$ cat src/sv/vces_pkg.sv
// ----------------------------------------------------------------------------
// vces_pkg: shared types and constants of the virtual cursor edge switch
// Request codes, message kinds, configuration and queue entry layouts.
// ----------------------------------------------------------------------------
package vces_pkg;

   localparam int DIM_W   = 15;
   localparam int COORD_W = 16;
   localparam int CUR_W   = 18;
   localparam int SEQ_W   = 32;
   localparam int LOC_W   = 14;
   localparam int PROD_W  = 2 * DIM_W;
   localparam int NUM_W   = PROD_W + 1;
   localparam int DIV_W   = DIM_W + 1;
   localparam int CNT_W   = $clog2(NUM_W);
   localparam int CSR_W   = 3;

   localparam int ARM_ZONE_DEF  = 24;
   localparam int CMD_DEPTH_DEF = 2;
   localparam int RSP_DEPTH_DEF = 4;

   localparam logic [2:0] EDGE_NONE   = 3'd0;
   localparam logic [2:0] EDGE_LEFT   = 3'd1;
   localparam logic [2:0] EDGE_RIGHT  = 3'd2;
   localparam logic [2:0] EDGE_TOP    = 3'd3;
   localparam logic [2:0] EDGE_BOTTOM = 3'd4;

   localparam logic [CSR_W-1:0] CSR_RETURN_EDGE   = 3'd0;
   localparam logic [CSR_W-1:0] CSR_REMOTE_WIDTH  = 3'd1;
   localparam logic [CSR_W-1:0] CSR_REMOTE_HEIGHT = 3'd2;
   localparam logic [CSR_W-1:0] CSR_LOCAL_WIDTH   = 3'd3;
   localparam logic [CSR_W-1:0] CSR_LOCAL_HEIGHT  = 3'd4;
   localparam logic [CSR_W-1:0] CSR_RELATIVE      = 3'd5;
   localparam logic [CSR_W-1:0] CSR_AUTO_RETURN   = 3'd6;

   localparam logic [DIM_W-1:0] RST_REMOTE_WIDTH  = 15'd1080;
   localparam logic [DIM_W-1:0] RST_REMOTE_HEIGHT = 15'd2400;
   localparam logic [DIM_W-1:0] RST_LOCAL_WIDTH   = 15'd1920;
   localparam logic [DIM_W-1:0] RST_LOCAL_HEIGHT  = 15'd1080;

   typedef enum logic [1:0] {
      FUNC_MOVE   = 2'd0,
      FUNC_EDGE   = 2'd1,
      FUNC_TOGGLE = 2'd2,
      FUNC_LOST   = 2'd3
   } func_type;

   typedef enum logic [1:0] {
      MSG_ENTER = 2'd0,
      MSG_LEAVE = 2'd1,
      MSG_ABS   = 2'd2,
      MSG_REL   = 2'd3
   } msg_type;

   typedef enum logic [2:0] {
      ST_IDLE,
      ST_RUN,
      ST_LEAVE,
      ST_MUL,
      ST_LOAD,
      ST_DIV,
      ST_PLACE
   } state_type;

   // dimensions already forced to at least one
   typedef struct packed {
      logic [2:0]       return_edge;
      logic [DIM_W-1:0] remote_width;
      logic [DIM_W-1:0] remote_height;
      logic [DIM_W-1:0] local_width;
      logic [DIM_W-1:0] local_height;
      logic             relative_mode;
      logic             auto_return;
   } cfg_type;

   typedef struct packed {
      func_type                  op;
      logic signed [COORD_W-1:0] dx;
      logic signed [COORD_W-1:0] dy;
      logic [LOC_W-1:0]          local_x;
      logic [LOC_W-1:0]          local_y;
   } cmd_type;

   typedef struct packed {
      msg_type                   kind;
      logic signed [COORD_W-1:0] x;
      logic signed [COORD_W-1:0] y;
      logic [SEQ_W-1:0]          count;
      logic                      on_remote;
      logic                      last;
   } rsp_type;

   function automatic logic [DIM_W-1:0] dim_fix(input logic [DIM_W-1:0] r);
      dim_fix = (r == '0) ? DIM_W'(1) : r;
   endfunction

endpackage

$ cat src/sv/vces_queue.sv
// ----------------------------------------------------------------------------
// vces_queue: small register queue
// First in, first out store with full, empty and fill count.
// ----------------------------------------------------------------------------
module vces_queue #(
   parameter int WIDTH = 8,
   parameter int DEPTH = 2
) (
   input  logic                             clock,
   input  logic                             reset,
   input  logic                             push,
   input  logic [WIDTH-1:0]                 wdata,
   output logic                             full,
   input  logic                             pop,
   output logic [WIDTH-1:0]                 rdata,
   output logic                             empty,
   output logic [$clog2(DEPTH+1)-1:0]       count
);

   localparam int PTR_W = (DEPTH > 1) ? $clog2(DEPTH) : 1;
   localparam int FILL_W = $clog2(DEPTH + 1);

   logic [WIDTH-1:0]  mem_ff [DEPTH];
   logic [PTR_W-1:0]  wr_ptr_ff, wr_ptr_in;
   logic [PTR_W-1:0]  rd_ptr_ff, rd_ptr_in;
   logic [FILL_W-1:0] fill_ff, fill_in;
   logic              do_push, do_pop;

   assign full    = (fill_ff == FILL_W'(DEPTH));
   assign empty   = (fill_ff == '0);
   assign count   = fill_ff;
   assign rdata   = mem_ff[rd_ptr_ff];
   assign do_push = push && !full;
   assign do_pop  = pop && !empty;

   always_comb begin
      wr_ptr_in = wr_ptr_ff;
      rd_ptr_in = rd_ptr_ff;
      fill_in   = fill_ff;
      if (do_push) begin
         wr_ptr_in = (wr_ptr_ff == PTR_W'(DEPTH - 1)) ? '0 : wr_ptr_ff + PTR_W'(1);
      end
      if (do_pop) begin
         rd_ptr_in = (rd_ptr_ff == PTR_W'(DEPTH - 1)) ? '0 : rd_ptr_ff + PTR_W'(1);
      end
      unique case ({do_push, do_pop})
         2'b10:   fill_in = fill_ff + FILL_W'(1);
         2'b01:   fill_in = fill_ff - FILL_W'(1);
         default: fill_in = fill_ff;
      endcase
   end

   always_ff @(posedge clock) begin
      if (reset) begin
         wr_ptr_ff <= '0;
         rd_ptr_ff <= '0;
         fill_ff   <= '0;
      end else begin
         wr_ptr_ff <= wr_ptr_in;
         rd_ptr_ff <= rd_ptr_in;
         fill_ff   <= fill_in;
      end
   end

   always_ff @(posedge clock) begin
      if (do_push) begin
         mem_ff[wr_ptr_ff] <= wdata;
      end
   end

endmodule

$ cat src/sv/vces_front.sv
// ----------------------------------------------------------------------------
// vces_front: request intake
// Accepts requests, drops those that need the link while it is down,
// and queues the rest as commands.
// ----------------------------------------------------------------------------
module vces_front (
   input  logic                                     req_push,
   output logic                                     req_full,
   input  logic [1:0]                               req_func,
   input  logic signed [vces_pkg::COORD_W-1:0]      req_dx,
   input  logic signed [vces_pkg::COORD_W-1:0]      req_dy,
   input  logic [vces_pkg::LOC_W-1:0]               req_local_x,
   input  logic [vces_pkg::LOC_W-1:0]               req_local_y,
   input  logic                                     req_link_active,
   input  logic                                     cmd_full,
   output logic                                     cmd_push,
   output vces_pkg::cmd_type                        cmd
);

   vces_pkg::func_type func;
   logic               keep;

   assign func = vces_pkg::func_type'(req_func);

   always_comb begin
      unique case (func)
         vces_pkg::FUNC_MOVE:   keep = 1'b1;
         vces_pkg::FUNC_LOST:   keep = 1'b1;
         vces_pkg::FUNC_EDGE:   keep = req_link_active;
         vces_pkg::FUNC_TOGGLE: keep = req_link_active;
         default:               keep = 1'b0;
      endcase
   end

   assign req_full    = cmd_full;
   assign cmd_push    = req_push && !cmd_full && keep;
   assign cmd.op      = func;
   assign cmd.dx      = req_dx;
   assign cmd.dy      = req_dy;
   assign cmd.local_x = req_local_x;
   assign cmd.local_y = req_local_y;

endmodule

$ cat src/sv/vces_exec.sv
// ----------------------------------------------------------------------------
// vces_exec: cursor engine
// Holds the screen state and cursor, runs commands and writes messages.
// Proportional entry uses one multiply and a restoring divider.
// ----------------------------------------------------------------------------
module vces_exec #(
   parameter int ARM_ZONE = vces_pkg::ARM_ZONE_DEF
) (
   input  logic                 clock,
   input  logic                 reset,
   input  vces_pkg::cfg_type    cfg,
   input  logic                 cmd_valid,
   input  vces_pkg::cmd_type    cmd,
   output logic                 cmd_pop,
   input  logic                 rsp_room,
   output logic                 rsp_push,
   output vces_pkg::rsp_type    rsp
);

   localparam int CW = vces_pkg::CUR_W;
   localparam int DW = vces_pkg::DIM_W;
   localparam logic signed [CW-1:0] ARM_THR = CW'(ARM_ZONE);

   vces_pkg::state_type          state_ff, state_in;
   logic                         on_remote_ff, on_remote_in;
   logic                         armed_ff, armed_in;
   logic signed [CW-1:0]         cur_x_ff, cur_x_in;
   logic signed [CW-1:0]         cur_y_ff, cur_y_in;
   logic [vces_pkg::SEQ_W-1:0]   seq_ff, seq_in;
   vces_pkg::cmd_type            cmd_ff, cmd_in;
   logic [vces_pkg::PROD_W-1:0]  prod_ff, prod_in;
   logic [vces_pkg::NUM_W-1:0]   num_ff, num_in;
   logic [vces_pkg::DIV_W-1:0]   rem_ff, rem_in;
   logic [vces_pkg::CNT_W-1:0]   cnt_ff, cnt_in;

   logic signed [CW-1:0]         sx, sy, wm1, hm1, inward, cx_c, cy_c;
   logic signed [CW-1:0]         ctr_x, ctr_y;
   logic                         edge_ok, edge_entry, along_y, crossed, armed_new;
   logic [DW-1:0]                sel_p_dim, sel_l_dim, lim;
   logic [vces_pkg::LOC_W-1:0]   sel_p;
   logic [DW-1:0]                pos;
   logic [vces_pkg::DIV_W:0]     trial;
   logic                         take;

   assign wm1   = $signed({3'b000, cfg.remote_width}) - 18'sd1;
   assign hm1   = $signed({3'b000, cfg.remote_height}) - 18'sd1;
   assign ctr_x = $signed({4'b0000, cfg.remote_width[DW-1:1]});
   assign ctr_y = $signed({4'b0000, cfg.remote_height[DW-1:1]});
   assign sx    = cur_x_ff + {{2{cmd_ff.dx[15]}}, cmd_ff.dx};
   assign sy    = cur_y_ff + {{2{cmd_ff.dy[15]}}, cmd_ff.dy};

   assign edge_entry = (cfg.return_edge == vces_pkg::EDGE_LEFT)
                    || (cfg.return_edge == vces_pkg::EDGE_RIGHT)
                    || (cfg.return_edge == vces_pkg::EDGE_TOP)
                    || (cfg.return_edge == vces_pkg::EDGE_BOTTOM);
   assign edge_ok    = cfg.auto_return && edge_entry;
   assign along_y    = (cfg.return_edge == vces_pkg::EDGE_LEFT)
                    || (cfg.return_edge == vces_pkg::EDGE_RIGHT);

   always_comb begin
      if (cfg.return_edge == vces_pkg::EDGE_LEFT) begin
         inward = sx;
      end else if (cfg.return_edge == vces_pkg::EDGE_RIGHT) begin
         inward = wm1 - sx;
      end else if (cfg.return_edge == vces_pkg::EDGE_TOP) begin
         inward = sy;
      end else begin
         inward = hm1 - sy;
      end
   end

   assign crossed   = inward[CW-1];
   assign armed_new = armed_ff || (inward >= ARM_THR);

   assign cx_c = sx[CW-1] ? '0 : ((sx > wm1) ? wm1 : sx);
   assign cy_c = sy[CW-1] ? '0 : ((sy > hm1) ? hm1 : sy);

   // entry along the return edge
   assign sel_p     = along_y ? cmd_ff.local_y : cmd_ff.local_x;
   assign sel_p_dim = along_y ? cfg.remote_height : cfg.remote_width;
   assign sel_l_dim = along_y ? cfg.local_height : cfg.local_width;
   assign lim       = sel_p_dim - DW'(1);
   assign pos       = (num_ff > vces_pkg::NUM_W'(lim)) ? lim : num_ff[DW-1:0];

   assign trial = {rem_ff, num_ff[vces_pkg::NUM_W-1]};
   assign take  = (trial >= {1'b0, sel_l_dim, 1'b0});

   always_comb begin
      state_in     = state_ff;
      on_remote_in = on_remote_ff;
      armed_in     = armed_ff;
      cur_x_in     = cur_x_ff;
      cur_y_in     = cur_y_ff;
      seq_in       = seq_ff;
      cmd_in       = cmd_ff;
      prod_in      = prod_ff;
      num_in       = num_ff;
      rem_in       = rem_ff;
      cnt_in       = cnt_ff;
      cmd_pop      = 1'b0;
      rsp_push     = 1'b0;
      rsp          = '0;

      unique case (state_ff)
         vces_pkg::ST_IDLE: begin
            if (cmd_valid && rsp_room) begin
               cmd_pop  = 1'b1;
               cmd_in   = cmd;
               state_in = vces_pkg::ST_RUN;
            end
         end

         vces_pkg::ST_RUN: begin
            state_in = vces_pkg::ST_IDLE;
            unique case (cmd_ff.op)
               vces_pkg::FUNC_MOVE: begin
                  if (on_remote_ff) begin
                     if (edge_ok) begin
                        armed_in = armed_new;
                     end
                     if (edge_ok && crossed && armed_new) begin
                        on_remote_in = 1'b0;
                        rsp_push     = 1'b1;
                        if (cfg.relative_mode) begin
                           rsp.kind      = vces_pkg::MSG_REL;
                           rsp.x         = cmd_ff.dx;
                           rsp.y         = cmd_ff.dy;
                           rsp.on_remote = 1'b1;
                           state_in      = vces_pkg::ST_LEAVE;
                        end else begin
                           rsp.kind = vces_pkg::MSG_LEAVE;
                           rsp.last = 1'b1;
                        end
                     end else begin
                        cur_x_in      = cx_c;
                        cur_y_in      = cy_c;
                        rsp_push      = 1'b1;
                        rsp.on_remote = 1'b1;
                        rsp.last      = 1'b1;
                        if (cfg.relative_mode) begin
                           rsp.kind = vces_pkg::MSG_REL;
                           rsp.x    = cmd_ff.dx;
                           rsp.y    = cmd_ff.dy;
                        end else begin
                           rsp.kind = vces_pkg::MSG_ABS;
                           rsp.x    = cx_c[15:0];
                           rsp.y    = cy_c[15:0];
                        end
                     end
                  end
               end

               vces_pkg::FUNC_EDGE, vces_pkg::FUNC_TOGGLE: begin
                  if (on_remote_ff) begin
                     if (cmd_ff.op == vces_pkg::FUNC_TOGGLE) begin
                        on_remote_in = 1'b0;
                        rsp_push     = 1'b1;
                        rsp.kind     = vces_pkg::MSG_LEAVE;
                        rsp.last     = 1'b1;
                     end
                  end else begin
                     seq_in       = seq_ff + vces_pkg::SEQ_W'(1);
                     on_remote_in = 1'b1;
                     armed_in     = 1'b0;
                     if ((cmd_ff.op == vces_pkg::FUNC_EDGE) && edge_entry) begin
                        state_in = vces_pkg::ST_MUL;
                     end else begin
                        cur_x_in      = ctr_x;
                        cur_y_in      = ctr_y;
                        rsp_push      = 1'b1;
                        rsp.kind      = vces_pkg::MSG_ENTER;
                        rsp.x         = ctr_x[15:0];
                        rsp.y         = ctr_y[15:0];
                        rsp.count     = seq_ff + vces_pkg::SEQ_W'(1);
                        rsp.on_remote = 1'b1;
                        rsp.last      = 1'b1;
                     end
                  end
               end

               vces_pkg::FUNC_LOST: begin
                  on_remote_in = 1'b0;
               end

               default: begin
                  state_in = vces_pkg::ST_IDLE;
               end
            endcase
         end

         vces_pkg::ST_LEAVE: begin
            rsp_push = 1'b1;
            rsp.kind = vces_pkg::MSG_LEAVE;
            rsp.last = 1'b1;
            state_in = vces_pkg::ST_IDLE;
         end

         vces_pkg::ST_MUL: begin
            prod_in  = vces_pkg::PROD_W'(sel_p_dim) * vces_pkg::PROD_W'({sel_p, 1'b1});
            state_in = vces_pkg::ST_LOAD;
         end

         vces_pkg::ST_LOAD: begin
            num_in   = vces_pkg::NUM_W'(prod_ff) + vces_pkg::NUM_W'(sel_l_dim);
            rem_in   = '0;
            cnt_in   = '0;
            state_in = vces_pkg::ST_DIV;
         end

         vces_pkg::ST_DIV: begin
            rem_in = take ? vces_pkg::DIV_W'(trial - {1'b0, sel_l_dim, 1'b0})
                          : trial[vces_pkg::DIV_W-1:0];
            num_in = {num_ff[vces_pkg::NUM_W-2:0], take};
            cnt_in = cnt_ff + vces_pkg::CNT_W'(1);
            if (cnt_ff == vces_pkg::CNT_W'(vces_pkg::NUM_W - 1)) begin
               state_in = vces_pkg::ST_PLACE;
            end
         end

         vces_pkg::ST_PLACE: begin
            if (cfg.return_edge == vces_pkg::EDGE_LEFT) begin
               cur_x_in = '0;
               cur_y_in = $signed({3'b000, pos});
            end else if (cfg.return_edge == vces_pkg::EDGE_RIGHT) begin
               cur_x_in = wm1;
               cur_y_in = $signed({3'b000, pos});
            end else if (cfg.return_edge == vces_pkg::EDGE_TOP) begin
               cur_x_in = $signed({3'b000, pos});
               cur_y_in = '0;
            end else begin
               cur_x_in = $signed({3'b000, pos});
               cur_y_in = hm1;
            end
            rsp_push      = 1'b1;
            rsp.kind      = vces_pkg::MSG_ENTER;
            rsp.x         = cur_x_in[15:0];
            rsp.y         = cur_y_in[15:0];
            rsp.count     = seq_ff;
            rsp.on_remote = 1'b1;
            rsp.last      = 1'b1;
            state_in      = vces_pkg::ST_IDLE;
         end

         default: begin
            state_in = vces_pkg::ST_IDLE;
         end
      endcase
   end

   always_ff @(posedge clock) begin
      if (reset) begin
         state_ff     <= vces_pkg::ST_IDLE;
         on_remote_ff <= 1'b0;
         armed_ff     <= 1'b0;
         cur_x_ff     <= '0;
         cur_y_ff     <= '0;
         seq_ff       <= '0;
      end else begin
         state_ff     <= state_in;
         on_remote_ff <= on_remote_in;
         armed_ff     <= armed_in;
         cur_x_ff     <= cur_x_in;
         cur_y_ff     <= cur_y_in;
         seq_ff       <= seq_in;
      end
   end

   always_ff @(posedge clock) begin
      cmd_ff  <= cmd_in;
      prod_ff <= prod_in;
      num_ff  <= num_in;
      rem_ff  <= rem_in;
      cnt_ff  <= cnt_in;
   end

endmodule

$ cat src/sv/virtual_cursor_edge_switch.sv
// ----------------------------------------------------------------------------
// virtual_cursor_edge_switch: virtual cursor for a remote screen
// Configuration registers, request queue, cursor engine and message queue.
//
//   channel   handshake          payload
//   req_      push / full        func, dx, dy, local_x, local_y, link_active
//   rsp_      empty / pop        msg_kind, out_x, out_y, enter_count,
//                                on_remote_now, last
//   csr_      wr_en              index, wdata
//
// A mouse delta, hotkey, link loss or centre entry runs the engine's idle and
// run states, a relative move followed by a leave also its leave state. An
// entry from the return edge runs one multiply, then a restoring divider at
// one quotient bit per cycle over 31 bits, then places the cursor. Reset is
// synchronous and clears both queues. The engine starts a request only when
// two message slots are free, so a stalled rsp_ side backs up into req_full.
// ----------------------------------------------------------------------------
module virtual_cursor_edge_switch #(
   parameter int ARM_ZONE  = vces_pkg::ARM_ZONE_DEF,
   parameter int CMD_DEPTH = vces_pkg::CMD_DEPTH_DEF,
   parameter int RSP_DEPTH = vces_pkg::RSP_DEPTH_DEF
) (
   input  logic                                   clock,
   input  logic                                   reset,

   input  logic                                   req_push,
   output logic                                   req_full,
   input  logic [1:0]                             req_func,
   input  logic signed [vces_pkg::COORD_W-1:0]    req_dx,
   input  logic signed [vces_pkg::COORD_W-1:0]    req_dy,
   input  logic [vces_pkg::LOC_W-1:0]             req_local_x,
   input  logic [vces_pkg::LOC_W-1:0]             req_local_y,
   input  logic                                   req_link_active,

   output logic                                   rsp_empty,
   input  logic                                   rsp_pop,
   output logic [1:0]                             rsp_msg_kind,
   output logic signed [vces_pkg::COORD_W-1:0]    rsp_out_x,
   output logic signed [vces_pkg::COORD_W-1:0]    rsp_out_y,
   output logic [vces_pkg::SEQ_W-1:0]             rsp_enter_count,
   output logic                                   rsp_on_remote_now,
   output logic                                   rsp_last,

   input  logic                                   csr_wr_en,
   input  logic [vces_pkg::CSR_W-1:0]             csr_index,
   input  logic [vces_pkg::DIM_W-1:0]             csr_wdata
);

   localparam int CMD_BITS = $bits(vces_pkg::cmd_type);
   localparam int RSP_BITS = $bits(vces_pkg::rsp_type);
   localparam int RSP_FILL_W = $clog2(RSP_DEPTH + 1);

   logic [2:0]                 edge_ff, edge_in;
   logic [vces_pkg::DIM_W-1:0] rw_ff, rw_in, rh_ff, rh_in, lw_ff, lw_in, lh_ff, lh_in;
   logic                       rel_ff, rel_in, auto_ff, auto_in;
   vces_pkg::cfg_type          cfg;

   vces_pkg::cmd_type          cmd_wr, cmd_rd;
   logic [CMD_BITS-1:0]        cmd_rd_bits;
   logic                       cmd_push, cmd_full, cmd_empty, cmd_pop;
   logic [$clog2(CMD_DEPTH+1)-1:0] cmd_count;

   vces_pkg::rsp_type          rsp_wr, rsp_rd;
   logic [RSP_BITS-1:0]        rsp_rd_bits;
   logic                       rsp_push, rsp_full, rsp_room;
   logic [RSP_FILL_W-1:0]      rsp_count;

   always_comb begin
      edge_in = edge_ff;
      rw_in   = rw_ff;
      rh_in   = rh_ff;
      lw_in   = lw_ff;
      lh_in   = lh_ff;
      rel_in  = rel_ff;
      auto_in = auto_ff;
      if (csr_wr_en) begin
         unique case (csr_index)
            vces_pkg::CSR_RETURN_EDGE:   edge_in = csr_wdata[2:0];
            vces_pkg::CSR_REMOTE_WIDTH:  rw_in   = csr_wdata;
            vces_pkg::CSR_REMOTE_HEIGHT: rh_in   = csr_wdata;
            vces_pkg::CSR_LOCAL_WIDTH:   lw_in   = csr_wdata;
            vces_pkg::CSR_LOCAL_HEIGHT:  lh_in   = csr_wdata;
            vces_pkg::CSR_RELATIVE:      rel_in  = csr_wdata[0];
            vces_pkg::CSR_AUTO_RETURN:   auto_in = csr_wdata[0];
            default:                     edge_in = edge_ff;
         endcase
      end
   end

   always_ff @(posedge clock) begin
      if (reset) begin
         edge_ff <= vces_pkg::EDGE_NONE;
         rw_ff   <= vces_pkg::RST_REMOTE_WIDTH;
         rh_ff   <= vces_pkg::RST_REMOTE_HEIGHT;
         lw_ff   <= vces_pkg::RST_LOCAL_WIDTH;
         lh_ff   <= vces_pkg::RST_LOCAL_HEIGHT;
         rel_ff  <= 1'b0;
         auto_ff <= 1'b1;
      end else begin
         edge_ff <= edge_in;
         rw_ff   <= rw_in;
         rh_ff   <= rh_in;
         lw_ff   <= lw_in;
         lh_ff   <= lh_in;
         rel_ff  <= rel_in;
         auto_ff <= auto_in;
      end
   end

   assign cfg.return_edge   = edge_ff;
   assign cfg.remote_width  = vces_pkg::dim_fix(rw_ff);
   assign cfg.remote_height = vces_pkg::dim_fix(rh_ff);
   assign cfg.local_width   = vces_pkg::dim_fix(lw_ff);
   assign cfg.local_height  = vces_pkg::dim_fix(lh_ff);
   assign cfg.relative_mode = rel_ff;
   assign cfg.auto_return   = auto_ff;

   vces_front u_front (
      .req_push        (req_push),
      .req_full        (req_full),
      .req_func        (req_func),
      .req_dx          (req_dx),
      .req_dy          (req_dy),
      .req_local_x     (req_local_x),
      .req_local_y     (req_local_y),
      .req_link_active (req_link_active),
      .cmd_full        (cmd_full),
      .cmd_push        (cmd_push),
      .cmd             (cmd_wr)
   );

   vces_queue #(
      .WIDTH (CMD_BITS),
      .DEPTH (CMD_DEPTH)
   ) u_cmd_queue (
      .clock (clock),
      .reset (reset),
      .push  (cmd_push),
      .wdata (cmd_wr),
      .full  (cmd_full),
      .pop   (cmd_pop),
      .rdata (cmd_rd_bits),
      .empty (cmd_empty),
      .count (cmd_count)
   );

   assign cmd_rd   = vces_pkg::cmd_type'(cmd_rd_bits);
   assign rsp_room = !rsp_full && (rsp_count <= RSP_FILL_W'(RSP_DEPTH - 2))
                  && (cmd_count != '0);

   vces_exec #(
      .ARM_ZONE (ARM_ZONE)
   ) u_exec (
      .clock     (clock),
      .reset     (reset),
      .cfg       (cfg),
      .cmd_valid (!cmd_empty),
      .cmd       (cmd_rd),
      .cmd_pop   (cmd_pop),
      .rsp_room  (rsp_room),
      .rsp_push  (rsp_push),
      .rsp       (rsp_wr)
   );

   vces_queue #(
      .WIDTH (RSP_BITS),
      .DEPTH (RSP_DEPTH)
   ) u_rsp_queue (
      .clock (clock),
      .reset (reset),
      .push  (rsp_push),
      .wdata (rsp_wr),
      .full  (rsp_full),
      .pop   (rsp_pop),
      .rdata (rsp_rd_bits),
      .empty (rsp_empty),
      .count (rsp_count)
   );

   assign rsp_rd            = vces_pkg::rsp_type'(rsp_rd_bits);
   assign rsp_msg_kind      = rsp_rd.kind;
   assign rsp_out_x         = rsp_rd.x;
   assign rsp_out_y         = rsp_rd.y;
   assign rsp_enter_count   = rsp_rd.count;
   assign rsp_on_remote_now = rsp_rd.on_remote;
   assign rsp_last          = rsp_rd.last;

endmodule
$ cat config.mk
export PLATFORM = sky130hd
export DESIGN_NAME = virtual_cursor_edge_switch
export DESIGN_NICKNAME = d
export VERILOG_FILES = /design/src/sv/vces_pkg.sv /design/src/sv/vces_queue.sv /design/src/sv/vces_front.sv /design/src/sv/vces_exec.sv /design/src/sv/virtual_cursor_edge_switch.sv
export SDC_FILE = /design/constraint.sdc
export NUM_CORES = 2
export LEC_CHECK = 0
export BUFFER_PORTS_ARGS = -buffer_cell sky130_fd_sc_hd__buf_2
export CAP_MARGIN = 20
export CORE_UTILIZATION = 40
export CTS_CLUSTER_DIAMETER = 60
export DETAILED_ROUTE_END_ITERATION = 8
export GPL_TIMING_DRIVEN = 0
export SYNTH_ARGS = -nofsm -noshare
export SYNTH_HDL_FRONTEND = slang
export SYNTH_SLANG_ARGS = --single-unit
$ cat constraint.sdc
create_clock -name clock -period 14.6 [get_ports clock]
set_input_delay 1.46 -clock clock [delete_from_list [all_inputs] [get_ports clock]]
set_output_delay 1.46 -clock clock [all_outputs]
set_load 0.01 [all_outputs]
; ---- Word-level counts from Yosys, hierarchy flattened
; Memory sizes are Yosys's and may differ from the RTL's. A register that Yosys moved wholly into a read port is not among the register bits.
; Cells that the tools add are included.
[totals]
regBits = 231
ram_bits = 396
inputBits = 86
out_inout_bits = 70
elab_cells = 241
n_memories = 2
[op_classes]
n_addsub = 19
multipliers = 1
n_lt_le_gt_ge = 6
eq_ne = 41
n_mux = 95
bitwise_logic = 1
n_reduce_logical = 53
[mem_list]
columns = name, words, width, read_ports, rd_ports_with_merged_regs, write_ports, line
row1 = u_rsp_queue.mem_ff, 4, 68, 1, 1, 1, vces_queue.sv:23  ; logic [WIDTH-1:0] mem_ff [DEPTH];
row2 = u_cmd_queue.mem_ff, 2, 62, 1, 1, 1, vces_queue.sv:23
[ops]
columns = operator, count
row1 = 18-bit 2-to-1 mux, 20
row2 = 18-bit case mux with 2 select lines, 4
row3 = 65-bit case mux with 2 select lines, 1
row4 = 15-bit 2-to-1 mux, 7
row5 = 34-bit 2-to-1 mux, 2
row6 = 34-bit case mux with 2 select lines, 1
row7 = 65-bit 2-to-1 mux, 1
row8 = 32-bit 2-to-1 mux, 2
row9 = 64-bit 2-to-1 mux, 1
row10 = 31-bit case mux with 2 select lines, 1
row11 = 15-bit zero test, 4
row12 = 18-bit adder, 2
row13 = 18-bit greater-than comparator, 2
row14 = 18-bit subtractor, 2
row15 = 33-bit 2-to-1 mux, 1
row16 = "32-bit by 1-bit adder with 32-bit output, second input constant", 1
row17 = 16-bit case mux with 2 select lines, 1
row18 = "15-bit by 1-bit subtractor with 16-bit output, second input constant", 2
row19 = 30-bit by 15-bit adder with 31-bit output, 1
row20 = 31-bit by 15-bit greater-than comparator with 1-bit output, 1
row21 = 15-bit by 15-bit multiplier with 30-bit output, 1
row22 = "3-bit equality test, second input constant", 8
row23 = 1-bit 2-to-1 mux, 23
row24 = 2-bit 2-to-1 mux, 10
row25 = other kinds (41), 117

; ---- Longest topological paths before layout
[logic_depth]
word_depth = 14
mapped_depth = 33

; ---- By module
; From an unflattened synthesis, not the netlist that was laid out.
[hier_totals]
hier_cells = 3995
area_unflattened_um2 = 43138.9
[modules_own_cells]
columns = mod, n_inst, cells_each, area_each_um2, seq_area_each_um2
row1 = vces_exec, 1, 2934, 24832.6, 5785.5
row2 = vces_queue at u_rsp_queue, 1, 410, 10299.9, 8348.0
row3 = vces_queue at u_cmd_queue, 1, 219, 4680.7, 3823.7
row4 = virtual_cursor_edge_switch, 1, 366, 2830.2, 1301.2
row5 = vces_front, 1, 66, 495.5, 0.0

; ---- Worst setup path after synthesis
; No wires, ideal clock.
[synth_timing]
path_type = flip-flop to flip-flop
startpoint = reg edge_ff[0]
endpoint = reg u_exec.prod_ff[28] (netlist bit) (data pin)
setup_time_ps = 258
arrival_time_ps = 7281
setup_slack_ps = 7062
path_stages_with_launch = 32
n_path_buf = 6
synth_period_minus_slack_ps = 7538
cell_sequence = dfxtp_1 buf_2 xnor2_1 or2_4 buf_6 clkbuf_1 clkbuf_1 clkbuf_1 nand2_1 nand2_1 clkbuf_1 nand2_1 fa_1 inv_1 fa_1 inv_1 fa_1 inv_1 fa_1 fa_1 inv_1 fa_1 inv_1 ha_1 a21o_1 a21oi_1 o21ai_0 a31oi_1 a21oi_1 a211o_1 a21oi_1 xnor2_1
[synth_via]
elab_chain_cells = 4
[synth_rtl]
columns = item, line
row1 = start: declaration, virtual_cursor_edge_switch.sv:53  ; logic [2:0] edge_ff, edge_in;
row2 = start signal: assignment, virtual_cursor_edge_switch.sv:92  ; edge_ff <= vces_pkg::EDGE_NONE;
row3 = start signal: assignment, virtual_cursor_edge_switch.sv:100  ; edge_ff <= edge_in;
row4 = 3-bit by 1-bit equality test with 1-bit output or 3-bit by 2-bit equality test with 1-bit output (tied branches), "vces_exec.sv:57, vces_exec.sv:58"
row5 = 1-bit logical OR (*), vces_exec.sv:58  ; || (cfg.return_edge == vces_pkg::EDGE_RIGHT);
row6 = 15-bit 2-to-1 mux or 14-bit 2-to-1 mux (tied branches), "vces_exec.sv:80, vces_exec.sv:79"
row7 = 15-bit by 15-bit multiplier with 30-bit output (*), vces_exec.sv:199  ; prod_in = vces_pkg::PROD_W'(sel_p_dim) * vces_pkg::PROD_W'({sel_p, 1'b1});
row8 = end signal: assignment, vces_exec.sv:270  ; prod_ff <= prod_in;
row9 = end: declaration, vces_exec.sv:31  ; logic [vces_pkg::PROD_W-1:0] prod_ff, prod_in;
; Mark *: on every way between the ends. The rest lies on a longest branch, timed or not.
; A chain may end at the register's enable or synchronous reset.

; ---- Final worst setup path
; Ends and elaborated chain as after synthesis.

==> metrics.cfg <==
[timing]
report.final.slew_viol_count=0
fin_skew_ns=0.03562
tns_ns=0
minimum_clock_period_ns=10.06
timing.final.crit_share_pct=68.92
timing.final.setup_violations=0
least_margin_pin_slew_ns=1.185
report.final.hold_viol_count=0
max_clock_freq_mhz=99.38
max_transition_margin_pct=20.27
rsz_0062_raised_after_global_routing=no

[cts]
clk_pin_slew_worst_paths_ns=0.06
clk_root_buffer_cell=sky130_fd_sc_hd__clkbuf_16
cts_repair_resize_count=0
cts.sinks=691
post-cts-setup-buffers=0
clk_lat_worst_skew_ns=0.67
clock_tree_from_tritoncts=done
clockBufferDepth=3
post_cts_hold_buffer_count=0
ctsHtreeMaxLevel=3
cts-buffers-inserted=80

[place]
port-buffer-count=154
dpl-instance-area_sq_mm=0.04520
placedCellCount=5528
detailed_place_hpwl_um=100400
gpl.final_weighted_congestion=1.024

[logic_synthesis]
ys.flop_type=sky130_fd_sc_hd__edfxtp_1
seq_area_frac_synth_pct=45.43
synth_largest_area_cell=sky130_fd_sc_hd__edfxtp_1
synth.top_cells.by_area=sky130_fd_sc_hd__edfxtp_1 (38%), sky130_fd_sc_hd__fa_1 (8.2%), sky130_fd_sc_hd__dfxtp_1 (7.1%)
synth_most_common_cell=sky130_fd_sc_hd__nand2_1
ys.warnings.count=0
fraction_of_synthesized_cell_area_taken_by_the_top_area_cell_type_pct=38.29
netlist_area_sq_mm=0.04235
syn_area_per_cell_sq_um=10.67
proportion_of_synthesized_flip_flops_having_asynchronous_set_or_reset_pct=0
synth-edff-count=540
synth_seq_cells=691
netlist_top_cells_count=sky130_fd_sc_hd__nand2_1 (564), sky130_fd_sc_hd__edfxtp_1 (540), sky130_fd_sc_hd__inv_1 (299)
post_synth_inst_count=3967
synth_cell_type_count=90

[min_path]
hp-class=flop to flop
whs_path_depth=2
hold_path.startpoint=lw_ff[2]
timing.hold.worst_endpoint=lw_ff[2]

[routing]
wl_met1_um=58500
post_drt_via_cell_ratio=5.639
drt-total-wl_um=129700
drtPass1Iterations=5
post-route-drc-count=0
maxUsedRoutingLayer=met5
antenna_left=0
wire_per_inst_um=22.81
route.met3.wl_um=10020
vias=32069
drt_iter0_drc=2932
met2_wirelength_um=56580

[cells_and_area]
layout.nets=4719
area_growth_syn_to_layout_pct=13.19
post_route_cells_drive_above_1_share_pct=11.37
postLayoutCellArea_sq_mm=0.04793
post_layout_nonfiller_instances=5687

[floorplanning]
number_of_primary_i_o_pins=156
fp.coreArea_sq_mm=0.1042
die_height_um=327.4
initial_utilization_pct=40.63
die_area_sq_mm=0.1072
die_width_um=327.4
standard_cell_rows=118

[power]
powerDensity_mw_per_mm2=219.8
p_leak_nw=18.12
ir_worst_vdd_mv=0.3123

[worst_setup_path]
crit_top_cell=sky130_fd_sc_hd__fa_1
start_kind=flop
endpoint_kind=flop
critPathSlowestCell=sky130_fd_sc_hd__clkbuf_1
critical_path_peak_fanout=10
cp_data_arrival_time_ns=10.45
critical_path.reg2reg.endpoint=u_exec.prod_ff[28]
setup.worst_path.class=flop to flop
slowest_delay_ns=0.71
timing.rr.start=edge_ff[0]
reg2reg_depth=31
timing.reg2reg.setup_slack_ns=4.54
cp.required_ns=14.99

[global_route]
grt_pass1_vias=31163
antenna_found_initial=28
grt_overflow_total=0
grt_start_max_net_pins=57
grtUsageTotal_pct=24.03
first_pass_grt_wire_length_um=194100

[run]
max_cap_violations=0

[run_status]
run_status=finished, final reports clean

per-layer routing:
metal	up-vias	global-route usage, %
li1	14685	-
met1	15883	34.44
met2	1205	36.28
met3	264	4.517
met4	32	8.360
met5	-	0
cell families (layout without fill, tap and decap cells):
logic type / after synthesis / count (layout) / share of synthesized area [%]
DFF: 691 / 691 / 45.43
buffers and inverters: 491 / 819 / 4.379
adders and majority gates: 400 / 400 / 14.90
xor gates and xnor gates: 166 / 166 / 3.433
AOI/OAI and AO/OA: 736 / 736 / 11.20
and+or+nand+nor: 1280 / 1280 / 13.60
other: 1 / 13 / 0.008856
muxes: 202 / 202 / 7.041
where the power goes:
group	internal, W	switching (W)	total, W
combinational	0.00233	0.00353	0.00586
clock	0.00116	0.000857	0.00201
sequential	0.00254	0.000122	0.00266
cell usage in the layout (no fill, tap or decap), types with 22 or more instances in the layout:
master                      netlist  final
sky130_fd_sc_hd__buf_2            3    159
sky130_fd_sc_hd__a21oi_1        211    211
sky130_fd_sc_hd__nand2b_1        31     31
sky130_fd_sc_hd__nor3_1          81     81
sky130_fd_sc_hd__mux2i_1         54     54
sky130_fd_sc_hd__nand4_1         26     26
sky130_fd_sc_hd__inv_1          299    299
sky130_fd_sc_hd__ha_1           226    226
sky130_fd_sc_hd__nor2_1         297    294
sky130_fd_sc_hd__dfxtp_1        151    151
sky130_fd_sc_hd__nand2_1        564    564
sky130_fd_sc_hd__clkbuf_1       168    180
sky130_fd_sc_hd__a31oi_1         25     25
sky130_fd_sc_hd__xor2_1          68     68
sky130_fd_sc_hd__mux2_2          77     77
sky130_fd_sc_hd__and3_1          32     32
sky130_fd_sc_hd__o31ai_1         25     25
sky130_fd_sc_hd__mux4_2          68     68
sky130_fd_sc_hd__a21o_1          49     49
sky130_fd_sc_hd__clkbuf_16        0     83
sky130_fd_sc_hd__nor2b_1         37     37
sky130_fd_sc_hd__or3_1           38     38
sky130_fd_sc_hd__and2_1          28     23
sky130_fd_sc_hd__fa_1           174    174
sky130_fd_sc_hd__nand3_1         69     69
sky130_fd_sc_hd__edfxtp_1       540    540
sky130_fd_sc_hd__xnor2_1         98     98
sky130_fd_sc_hd__a211oi_1        36     36
sky130_fd_sc_hd__o21a_1          22     22
sky130_fd_sc_hd__o21ai_0        172    172
metrics by stage:
stage	worst slack (ns)	utilization, %	total power, W	hold WS [ns]
after floorplan	7.062	-	0.006840	0.4361
after global placement	3.311	43.04	0.008502	0.4630
after detailed placement	4.724	43.37	0.008498	0.4675
after CTS	4.598	45.94	0.01055	0.4753
after global routing	3.945	45.97	0.01129	0.4968
final	4.538	45.98	0.01053	0.4767
critical path, delay by kind of cell (launching register included):
kind | cells | cell delay, ns
adder cells (fa/ha/maj) | 7 | 3.35
buffers and inverters | 11 | 3.02
AO/OA/AOI/OAI | 7 | 1.51
AND/OR/NAND/NOR | 4 | 0.87
XOR/XNOR | 2 | 0.71
flip-flops | 1 | 0.29
flip-flops by register name (all words and copies together), names as in the netlist, 5 cells and up, named ones only:
register / flops
u_exec.prod_ff: 30
u_exec.cur_x_ff: 18
u_cmd_queue.mem_ff: 124
u_exec.cur_y_ff: 18
u_exec.cnt_ff: 5
u_exec.num_ff: 31
lh_ff: 15
u_exec.rem_ff: 16
rw_ff: 15
lw_ff: 15
u_rsp_queue.mem_ff: 272
u_exec.seq_ff: 32
u_exec.cmd_ff: 62
rh_ff: 15
worst max path at each step:
stage | from | to | slack [ns] | cells past startpoint
2_1_floorplan | edge_ff[0] | u_exec.prod_ff[28] | 7.06 | 31
3_3_place_gp | u_rsp_queue.count[1] | u_exec.cmd_ff[59] | 3.31 | 3
3_5_place_dp | edge_ff[0] | u_exec.prod_ff[28] | 4.72 | 31
4_1_cts | edge_ff[0] | u_exec.prod_ff[28] | 4.60 | 31
5_1_grt | edge_ff[0] | u_exec.prod_ff[26] | 3.95 | 32
6_report | edge_ff[0] | u_exec.prod_ff[28] | 4.54 | 31
area by class of cell:
class | instances | area, sq um
Antenna cell | 7 | 17.52
Buffer | 189 | 720.7
Clock buffer | 104 | 2233
Clock inverter | 45 | 451.7
Fill cell | 9846 | 56310
Inverter | 302 | 1134
Multi-Input combinational cell | 2790 | 21310
Sequential cell | 691 | 19240
Tap cell | 1380 | 1727
Timing Repair Buffer | 179 | 1096
No activity file was read; power rests on OpenSTA's default activity.
